## config.mk

```make
export PLATFORM = sky130hd
export DESIGN_NAME = sha256_stream_hasher_top
export DESIGN_NICKNAME = d
export VERILOG_FILES = /design/src/rtl/core/s256h_pkg.sv /design/src/rtl/core/s256h_sched.sv /design/src/rtl/core/s256h_round.sv /design/src/rtl/core/sha256_stream_hasher_top.sv
export SDC_FILE = /design/constraint.sdc
export NUM_CORES = 2
export LEC_CHECK = 0
export ABC_CLOCK_PERIOD_IN_PS = 13100
export BUFFER_PORTS_ARGS = -buffer_cell sky130_fd_sc_hd__buf_2
export CORE_MARGIN = 5
export CORE_UTILIZATION = 50
export CTS_CLUSTER_SIZE = 16
export DETAILED_ROUTE_END_ITERATION = 8
export PLACE_DENSITY = 0.68
export SYNTH_ARGS = -nofsm -noshare
export SYNTH_HDL_FRONTEND = slang
export SYNTH_SLANG_ARGS = --single-unit
```

## constraint.sdc

```tcl
create_clock -name clk -period 13.1 [get_ports clk]
set_clock_uncertainty 0.05 [all_clocks]
set_input_delay 0.655 -clock clk [delete_from_list [all_inputs] [get_ports clk]]
set_output_delay 0.655 -clock clk [all_outputs]
set_load 0.01 [all_outputs]
```

## src/rtl/core/s256h_pkg.sv

```systemverilog
// ----------------------------------------------------------------------------
// s256h_pkg - shared types and constants of the SHA-256 stream hasher
// Sequencer states, command bundles, round constants, initial hash values
// and the sigma functions.
// ----------------------------------------------------------------------------
package s256h_pkg;

	typedef enum logic [2:0] {
		ST_IDLE,
		ST_PAD80,
		ST_PADZ,
		ST_PADLEN,
		ST_COMP,
		ST_FOLD,
		ST_OUT
	} state_t;

	// Message window commands
	typedef struct packed {
		logic       push;   // shift one byte in
		logic       shift;  // shift one expanded word in
		logic [7:0] din;
	} sched_cmd_t;

	// Round unit commands
	typedef struct packed {
		logic init;   // hash words back to initial values
		logic start;  // working vars <- hash words
		logic round;  // one compression round
		logic fold;   // hash words += working vars
	} round_cmd_t;

	localparam logic [7:0] PAD_BYTE = 8'h80;
	localparam logic [5:0] LEN_POS  = 6'd56;
	localparam logic [5:0] FILL_TOP = 6'd63;
	localparam logic [5:0] RND_TOP  = 6'd63;
	localparam logic [2:0] WORD_TOP = 3'd7;

	localparam logic [31:0] ROUND_K [64] = '{
		32'h428a2f98, 32'h71374491, 32'hb5c0fbcf, 32'he9b5dba5,
		32'h3956c25b, 32'h59f111f1, 32'h923f82a4, 32'hab1c5ed5,
		32'hd807aa98, 32'h12835b01, 32'h243185be, 32'h550c7dc3,
		32'h72be5d74, 32'h80deb1fe, 32'h9bdc06a7, 32'hc19bf174,
		32'he49b69c1, 32'hefbe4786, 32'h0fc19dc6, 32'h240ca1cc,
		32'h2de92c6f, 32'h4a7484aa, 32'h5cb0a9dc, 32'h76f988da,
		32'h983e5152, 32'ha831c66d, 32'hb00327c8, 32'hbf597fc7,
		32'hc6e00bf3, 32'hd5a79147, 32'h06ca6351, 32'h14292967,
		32'h27b70a85, 32'h2e1b2138, 32'h4d2c6dfc, 32'h53380d13,
		32'h650a7354, 32'h766a0abb, 32'h81c2c92e, 32'h92722c85,
		32'ha2bfe8a1, 32'ha81a664b, 32'hc24b8b70, 32'hc76c51a3,
		32'hd192e819, 32'hd6990624, 32'hf40e3585, 32'h106aa070,
		32'h19a4c116, 32'h1e376c08, 32'h2748774c, 32'h34b0bcb5,
		32'h391c0cb3, 32'h4ed8aa4a, 32'h5b9cca4f, 32'h682e6ff3,
		32'h748f82ee, 32'h78a5636f, 32'h84c87814, 32'h8cc70208,
		32'h90befffa, 32'ha4506ceb, 32'hbef9a3f7, 32'hc67178f2
	};

	localparam logic [31:0] INIT_H [8] = '{
		32'h6a09e667, 32'hbb67ae85, 32'h3c6ef372, 32'ha54ff53a,
		32'h510e527f, 32'h9b05688c, 32'h1f83d9ab, 32'h5be0cd19
	};

	function automatic logic [31:0] ssig0(input logic [31:0] x);
		ssig0 = {x[6:0], x[31:7]} ^ {x[17:0], x[31:18]} ^ {3'b000, x[31:3]};
	endfunction

	function automatic logic [31:0] ssig1(input logic [31:0] x);
		ssig1 = {x[16:0], x[31:17]} ^ {x[18:0], x[31:19]} ^ {10'd0, x[31:10]};
	endfunction

	function automatic logic [31:0] bsig0(input logic [31:0] x);
		bsig0 = {x[1:0], x[31:2]} ^ {x[12:0], x[31:13]} ^ {x[21:0], x[31:22]};
	endfunction

	function automatic logic [31:0] bsig1(input logic [31:0] x);
		bsig1 = {x[5:0], x[31:6]} ^ {x[10:0], x[31:11]} ^ {x[24:0], x[31:25]};
	endfunction

endpackage

```

## src/rtl/core/s256h_sched.sv

```systemverilog
// ----------------------------------------------------------------------------
// s256h_sched - block buffer and message schedule
// 512-bit window: bytes shift in during absorb, expanded words shift in
// during compression. The oldest word is the current round's W.
// ----------------------------------------------------------------------------
module s256h_sched (
	input  logic                   clk,
	input  s256h_pkg::sched_cmd_t  cmd,
	output logic [31:0]            w_t
);
	import s256h_pkg::*;

	logic [511:0] win_q;
	logic [31:0]  w_new;

	// word j (0 oldest) sits at win_q[511-32j -: 32]
	assign w_new = ssig1(win_q[63:32]) + win_q[223:192]
		+ ssig0(win_q[479:448]) + win_q[511:480];
	assign w_t = win_q[511:480];

	always_ff @(posedge clk) begin
		if (cmd.push) begin
			win_q <= {win_q[503:0], cmd.din};
		end else if (cmd.shift) begin
			win_q <= {win_q[479:0], w_new};
		end
	end

endmodule

```

## src/rtl/core/s256h_round.sv

```systemverilog
// ----------------------------------------------------------------------------
// s256h_round - compression round unit and hash words
// One round per cycle on the working variables a..h; fold adds them
// into the hash words.
// ----------------------------------------------------------------------------
module s256h_round (
	input  logic                   clk,
	input  logic                   arst_n,
	input  s256h_pkg::round_cmd_t  cmd,
	input  logic [31:0]            w_t,
	input  logic [31:0]            k_t,
	output logic [7:0][31:0]       hash
);
	import s256h_pkg::*;

	logic [31:0] v_q [8];
	logic [31:0] h_q [8];
	logic [31:0] t1;
	logic [31:0] t2;

	assign t1 = v_q[7] + bsig1(v_q[4]) + ((v_q[4] & v_q[5]) ^ (~v_q[4] & v_q[6]))
		+ k_t + w_t;
	assign t2 = bsig0(v_q[0])
		+ ((v_q[0] & v_q[1]) ^ (v_q[0] & v_q[2]) ^ (v_q[1] & v_q[2]));

	always_ff @(posedge clk) begin
		if (cmd.start) begin
			v_q <= h_q;
		end else if (cmd.round) begin
			v_q[7] <= v_q[6];
			v_q[6] <= v_q[5];
			v_q[5] <= v_q[4];
			v_q[4] <= v_q[3] + t1;
			v_q[3] <= v_q[2];
			v_q[2] <= v_q[1];
			v_q[1] <= v_q[0];
			v_q[0] <= t1 + t2;
		end
	end

	always_ff @(posedge clk or negedge arst_n) begin
		if (!arst_n) begin
			h_q <= INIT_H;
		end else if (cmd.init) begin
			h_q <= INIT_H;
		end else if (cmd.fold) begin
			for (int i = 0; i < 8; i++) begin
				h_q[i] <= h_q[i] + v_q[i];
			end
		end
	end

	always_comb begin
		for (int i = 0; i < 8; i++) begin
			hash[i] = h_q[i];
		end
	end

endmodule

```

## src/rtl/core/sha256_stream_hasher_top.sv

```systemverilog
// ----------------------------------------------------------------------------
// sha256_stream_hasher_top - SHA-256 over a byte stream
// Absorbs one message byte per beat, pads on finish and streams out the
// eight digest words.
// ----------------------------------------------------------------------------
//
//  channel | direction | tdata               | tuser           | tlast
//  --------+-----------+---------------------+-----------------+-----------
//  s_axis  | in        | [7:0] data_byte     | [0] byte_valid  | finish
//  m_axis  | out       | [31:0] digest_word  | [2:0] word_index| last_word
//
// Block: the beat that fills a 64-byte block is followed by a busy phase
// (64 rounds on the shared round unit, then one fold).
// Finish: padding goes through the same window one byte at a time, plus one or
// two compressions, then eight output beats.
// Reset: arst_n clears the sequencer and counters and sets the hash words to their initial values at once.
// s_axis_tready is low while padding, compressing or emitting; m_axis stalls hold the word.
// ----------------------------------------------------------------------------
module sha256_stream_hasher_top (
	input  logic        clk,
	input  logic        arst_n,
	input  logic        s_axis_tvalid,
	output logic        s_axis_tready,
	input  logic [7:0]  s_axis_tdata,   // [7:0] data_byte
	input  logic [0:0]  s_axis_tuser,   // [0] byte_valid
	input  logic        s_axis_tlast,   // finish
	output logic        m_axis_tvalid,
	input  logic        m_axis_tready,
	output logic [31:0] m_axis_tdata,   // [31:0] digest_word
	output logic [2:0]  m_axis_tuser,   // [2:0] word_index
	output logic        m_axis_tlast    // last_word
);
	import s256h_pkg::*;

	state_t      state_q, state_n;
	state_t      ret_q, ret_n;     // where to go after a compression
	logic [5:0]  fill_q;           // bytes in the current block
	logic [60:0] byte_cnt_q;       // message length in bytes, wraps
	logic [5:0]  rnd_q;            // round number
	logic [2:0]  len_q;            // length byte being pushed
	logic [2:0]  oidx_q;           // digest word being emitted

	sched_cmd_t      scmd;
	round_cmd_t      rcmd;
	logic [31:0]     w_t;
	logic [7:0][31:0] hash;
	logic [63:0]     len_bits;
	logic [2:0]      len_sel;
	logic            in_beat;
	logic            out_beat;

	assign in_beat  = s_axis_tvalid & s_axis_tready;
	assign out_beat = m_axis_tvalid & m_axis_tready;

	// bit length, big-endian: byte 0 is bits [63:56]
	assign len_bits = {byte_cnt_q, 3'b000};
	assign len_sel  = ~len_q;

	s256h_sched u_sched (
		.clk (clk),
		.cmd (scmd),
		.w_t (w_t)
	);

	s256h_round u_round (
		.clk    (clk),
		.arst_n (arst_n),
		.cmd    (rcmd),
		.w_t    (w_t),
		.k_t    (ROUND_K[rnd_q]),
		.hash   (hash)
	);

	always_comb begin
		state_n       = state_q;
		ret_n         = ret_q;
		s_axis_tready = 1'b0;
		m_axis_tvalid = 1'b0;
		scmd          = '0;
		rcmd          = '0;
		case (state_q)
			ST_IDLE: begin
				s_axis_tready = 1'b1;
				if (s_axis_tvalid) begin
					if (s_axis_tuser[0]) begin
						scmd.push = 1'b1;
						scmd.din  = s_axis_tdata;
					end
					// block full: compress, then pad if finishing
					if (s_axis_tuser[0] && fill_q == FILL_TOP) begin
						state_n    = ST_COMP;
						ret_n      = s_axis_tlast ? ST_PAD80 : ST_IDLE;
						rcmd.start = 1'b1;
					end else if (s_axis_tlast) begin
						state_n = ST_PAD80;
					end
				end
			end
			ST_PAD80: begin
				scmd.push = 1'b1;
				scmd.din  = PAD_BYTE;
				if (fill_q == FILL_TOP) begin
					state_n    = ST_COMP;
					ret_n      = ST_PADZ;
					rcmd.start = 1'b1;
				end else begin
					state_n = ST_PADZ;
				end
			end
			ST_PADZ: begin
				if (fill_q == LEN_POS) begin
					state_n = ST_PADLEN;
				end else begin
					scmd.push = 1'b1;
					if (fill_q == FILL_TOP) begin
						state_n    = ST_COMP;
						ret_n      = ST_PADZ;
						rcmd.start = 1'b1;
					end
				end
			end
			ST_PADLEN: begin
				scmd.push = 1'b1;
				scmd.din  = len_bits[{len_sel, 3'b000} +: 8];
				if (len_q == WORD_TOP) begin
					state_n    = ST_COMP;
					ret_n      = ST_OUT;
					rcmd.start = 1'b1;
				end
			end
			ST_COMP: begin
				rcmd.round = 1'b1;
				scmd.shift = 1'b1;
				if (rnd_q == RND_TOP) begin
					state_n = ST_FOLD;
				end
			end
			ST_FOLD: begin
				rcmd.fold = 1'b1;
				state_n   = ret_q;
			end
			ST_OUT: begin
				m_axis_tvalid = 1'b1;
				if (m_axis_tready && oidx_q == WORD_TOP) begin
					rcmd.init = 1'b1;
					state_n   = ST_IDLE;
				end
			end
			default: begin
				state_n = ST_IDLE;
			end
		endcase
	end

	always_ff @(posedge clk or negedge arst_n) begin
		if (!arst_n) begin
			state_q <= ST_IDLE;
		end else begin
			state_q <= state_n;
		end
	end

	always_ff @(posedge clk or negedge arst_n) begin
		if (!arst_n) begin
			ret_q      <= ST_IDLE;
			fill_q     <= '0;
			byte_cnt_q <= '0;
			rnd_q      <= '0;
			len_q      <= '0;
			oidx_q     <= '0;
		end else begin
			ret_q <= ret_n;
			if (scmd.push) begin
				fill_q <= fill_q + 6'd1;
			end
			if (in_beat && s_axis_tuser[0]) begin
				byte_cnt_q <= byte_cnt_q + 61'd1;
			end
			rnd_q <= (state_q == ST_COMP) ? rnd_q + 6'd1 : '0;
			len_q <= (state_q == ST_PADLEN) ? len_q + 3'd1 : '0;
			if (out_beat) begin
				oidx_q <= oidx_q + 3'd1;
				if (oidx_q == WORD_TOP) begin
					fill_q     <= '0;
					byte_cnt_q <= '0;
				end
			end
		end
	end

	assign m_axis_tdata = hash[oidx_q];
	assign m_axis_tuser = oidx_q;
	assign m_axis_tlast = (oidx_q == WORD_TOP);

endmodule
```

==> flow_metrics.py <==
metrics = {
    "yosys": {
        "synth_xor_area_frac": 0.07370,
        "synth_area_leaders": "edfxtp_1, nand2_1, dfrtp_1",
        "syn_area_sq_mm": 0.07556,
        "synth_top_family_by_area": "simple AND/OR/NAND/NOR gates",
        "synth-simple-area-share": 0.1527,
        "dominantRegCellSynth": "edfxtp_1",
        "synth_cell_types": 95,
        "synth_top_cell_area_share": 0.3052,
        "synthAdderAreaFrac": 0.1218,
        "syn_area_per_cell_sq_um": 9.661,
        "ys_seq_area_frac": 0.4204,
        "muxShareOfSynthArea": 0.06564,
        "netlist_instances": 7821,
        "synth_warnings": 0,
        "synth_compound_area_frac": 0.1276,
        "yosysMostFrequentCell": "nand2_1",
        "async_flop_share": 0.3075,
        "synth_edf_count": 768,
        "ys_ff_latch": 1109,
        "synth_largest_area_cell": "edfxtp_1",
        "synth_common_cells": "nand2_1, edfxtp_1, o21ai_0",
        "synth.net_count": 8436,
    },
    "timing": {
        "fin_tns_setup_ps": 0,
        "slew_headroom": 0.1937,
        "slew_viol_final": 0,
        "finalHoldViolCount": 0,
        "report.final.setup_viol": 0,
        "rsz0062_at_grt": "no",
        "min_period_ps": 9713,
        "worst_slew_pin_slew_ps": 1197,
        "clock.fmax_mhz": 103.0,
        "post-route-period-util": 0.7415,
    },
    "floorplan": {
        "pin_count": 52,
        "core_area_sq_mm": 0.1500,
        "rows": 142,
        "dieArea_sq_mm": 0.1590,
        "die-width_microns": 398.7,
        "start_util": 0.5039,
        "die-height_microns": 398.7,
    },
    "clock_tree": {
        "cts_htree_levels": 4,
        "tritoncts": "done",
        "clock_path_buffers": 3,
        "cts_buffers": 130,
        "worstSkewPairLatency_ps": 760,
        "cts.root.buffer_cell": "clkbuf_16",
        "cts.sinks": 1109,
        "path_clk_slew_ps": 60,
        "post_cts_buffers": 0,
    },
    "worst_setup_path": {
        "arrival_ps": 10140,
        "critPathMostFrequentCell": "inv_1",
        "max_stage_delay_ps": 660,
        "cp_max_fo": 18,
        "critPathRequiredTime_ps": 13530,
        "cp-start-kind": "flop",
        "cp-end-kind": "flop",
        "worstSetupPathType": "reg -> reg",
        "slowest_stage": "a31oi_1",
    },
    "final_layout": {
        "drive_above_1_share": 0.1042,
        "instances_no_fill": 9764,
        "areaGrowthSynthToFinish_pct": 7.932,
        "utilization": 0.5439,
        "nets": 8252,
        "design_area_sq_mm": 0.08155,
    },
    "placement": {
        "routabilityCongestion": 0.9746,
        "io_buffers": 51,
        "dp_hpwl_microns": 168200,
        "dp_cells": 9520,
        "place_area_sq_mm": 0.07732,
    },
    "drt": {
        "dr.pass1.iters": 6,
        "vias_per_cell": 5.991,
        "drtIter0Drc": 6079,
        "wl_per_cell_microns": 23.46,
        "final_antenna_net_count": 0,
        "drc_errors": 0,
        "vias": 58500,
        "routed_wl_microns": 229100,
    },
    "run": {
        "drv_cap": 0,
    },
    "outcome": {
        "outcome": "finished, final reports clean",
    },
    "global_route": {
        "antenna_found_initial": 11,
        "grt_first_pass_wirelength_microns": 346600,
        "grt-busiest-layer": "met2",
        "grt_pass1_vias": 56070,
        "use_met3": 0.05111,
        "grt_max_degree": 216,
        "met1_usage": 0.3983,
        "grt_util_met2": 0.4429,
        "gr-usage-all-layers": 0.2833,
        "grt_overflow": 0,
    },
    "min_path": {
        "hold_class": "in -> reg",
    },
}
layout make-up:
cell class	count	area, sq um
tap	2016	2522
multi-input combinational	5945	40990
timing repair buffer	112	763.2
clock buffer	182	3632
clock inverter	59	590.6
antenna	2	5.005
inverter	339	1272
sequential	1109	31780
fill	13390	68400
stage by stage:
| stage | setup slack (ps) | hold WS [ps] |
|---|---|---|
| finish | 3387 | 143.2 |
| global route | 2812 | 149.7 |
| CTS | 3512 | 115.3 |
| detailed placement | 3480 | 426.8 |
| global placement | 3565 | 411.5 |
| floorplan | 3628 | 309.4 |
critical path: cells and delay by family (launching register included):
| kind | cells | cell delay [ps] |
|---|---|---|
| fa+ha+maj | 6 | 2510 |
| flops | 1 | 620 |
| xor+xnor | 3 | 590 |
| simple gates | 7 | 1280 |
| buf+inv | 4 | 670 |
| compound gates | 16 | 3710 |
final timing paths:
check                             start                 to  slack, ps  cells after the start
max                            rnd_q[1]   u_round.v_q[255]       3390                     36
min                        s_axis_tlast           ret_q[0]        140                      3
max reg2reg                    rnd_q[1]   u_round.v_q[255]       3390                     36
min reg2reg                    ret_q[2]           ret_q[2]        440                      2
max in group asynchronous        arst_n  u_round.hash[164]      10500                      4
min in group asynchronous        arst_n     byte_cnt_q[39]        430                      2
sequential cells by signal, indices dropped and copies added, names as in the netlist:
| name | count |
|---|---|
| byte_cnt_q | 61 |
| fill_q | 6 |
| len_q | 3 |
| m_axis_tuser | 3 |
| ret_q | 3 |
| rnd_q | 6 |
| state_q | 3 |
| u_round.hash | 256 |
| u_round.v_q | 256 |
| u_sched.win_q | 512 |
routing by layer:
layer | vias up | part of all wire | wire [microns]
met5 | - | 0.00036 | 82
met4 | 16 | 0.041 | 9306
met3 | 491 | 0.079 | 18050
met2 | 2307 | 0.45 | 103100
met1 | 28820 | 0.43 | 98580
li1 | 26870 | - | -
what timing repair did:
item / 4_1_cts / 5_1_grt
hold endpoints to repair: 81 / 0
hold buffers: 1 / 0
gates resized for setup: 0 / 0
cells by family after synthesis:
family / Yosys count
simple gates: 2746
mux: 363
compound gates: 1578
xor+xnor: 635
flops: 1109
fa+ha+maj: 623
buf+inv: 767
cells in the final DEF, fill, tap and decap left out, types with 35 or more instances in the layout:
| cell type | count |
|---|---|
| a21oi_1 | 461 |
| nand2b_1 | 72 |
| inv_1 | 337 |
| xnor2_1 | 390 |
| nor3_1 | 103 |
| mux2i_1 | 50 |
| mux4_2 | 83 |
| buf_4 | 57 |
| a211oi_1 | 35 |
| a31oi_1 | 36 |
| o21ai_0 | 468 |
| clkbuf_1 | 37 |
| xor2_1 | 244 |
| nand2_1 | 1820 |
| dfrtp_1 | 199 |
| fa_1 | 195 |
| ha_1 | 406 |
| buf_2 | 50 |
| nand4_1 | 35 |
| nand3_1 | 153 |
| a21o_1 | 179 |
| nor2b_1 | 46 |
| o21a_1 | 57 |
| nor2_1 | 347 |
| mux2_2 | 230 |
| o211ai_1 | 39 |
| dfstp_2 | 136 |
| edfxtp_1 | 768 |
| o31ai_1 | 39 |
| o21bai_1 | 47 |
| o21ai_1 | 41 |
| clkbuf_16 | 133 |
Power is not shown: default switching activity piles up to over one toggle a cycle in this logic, so the estimate is an artifact.
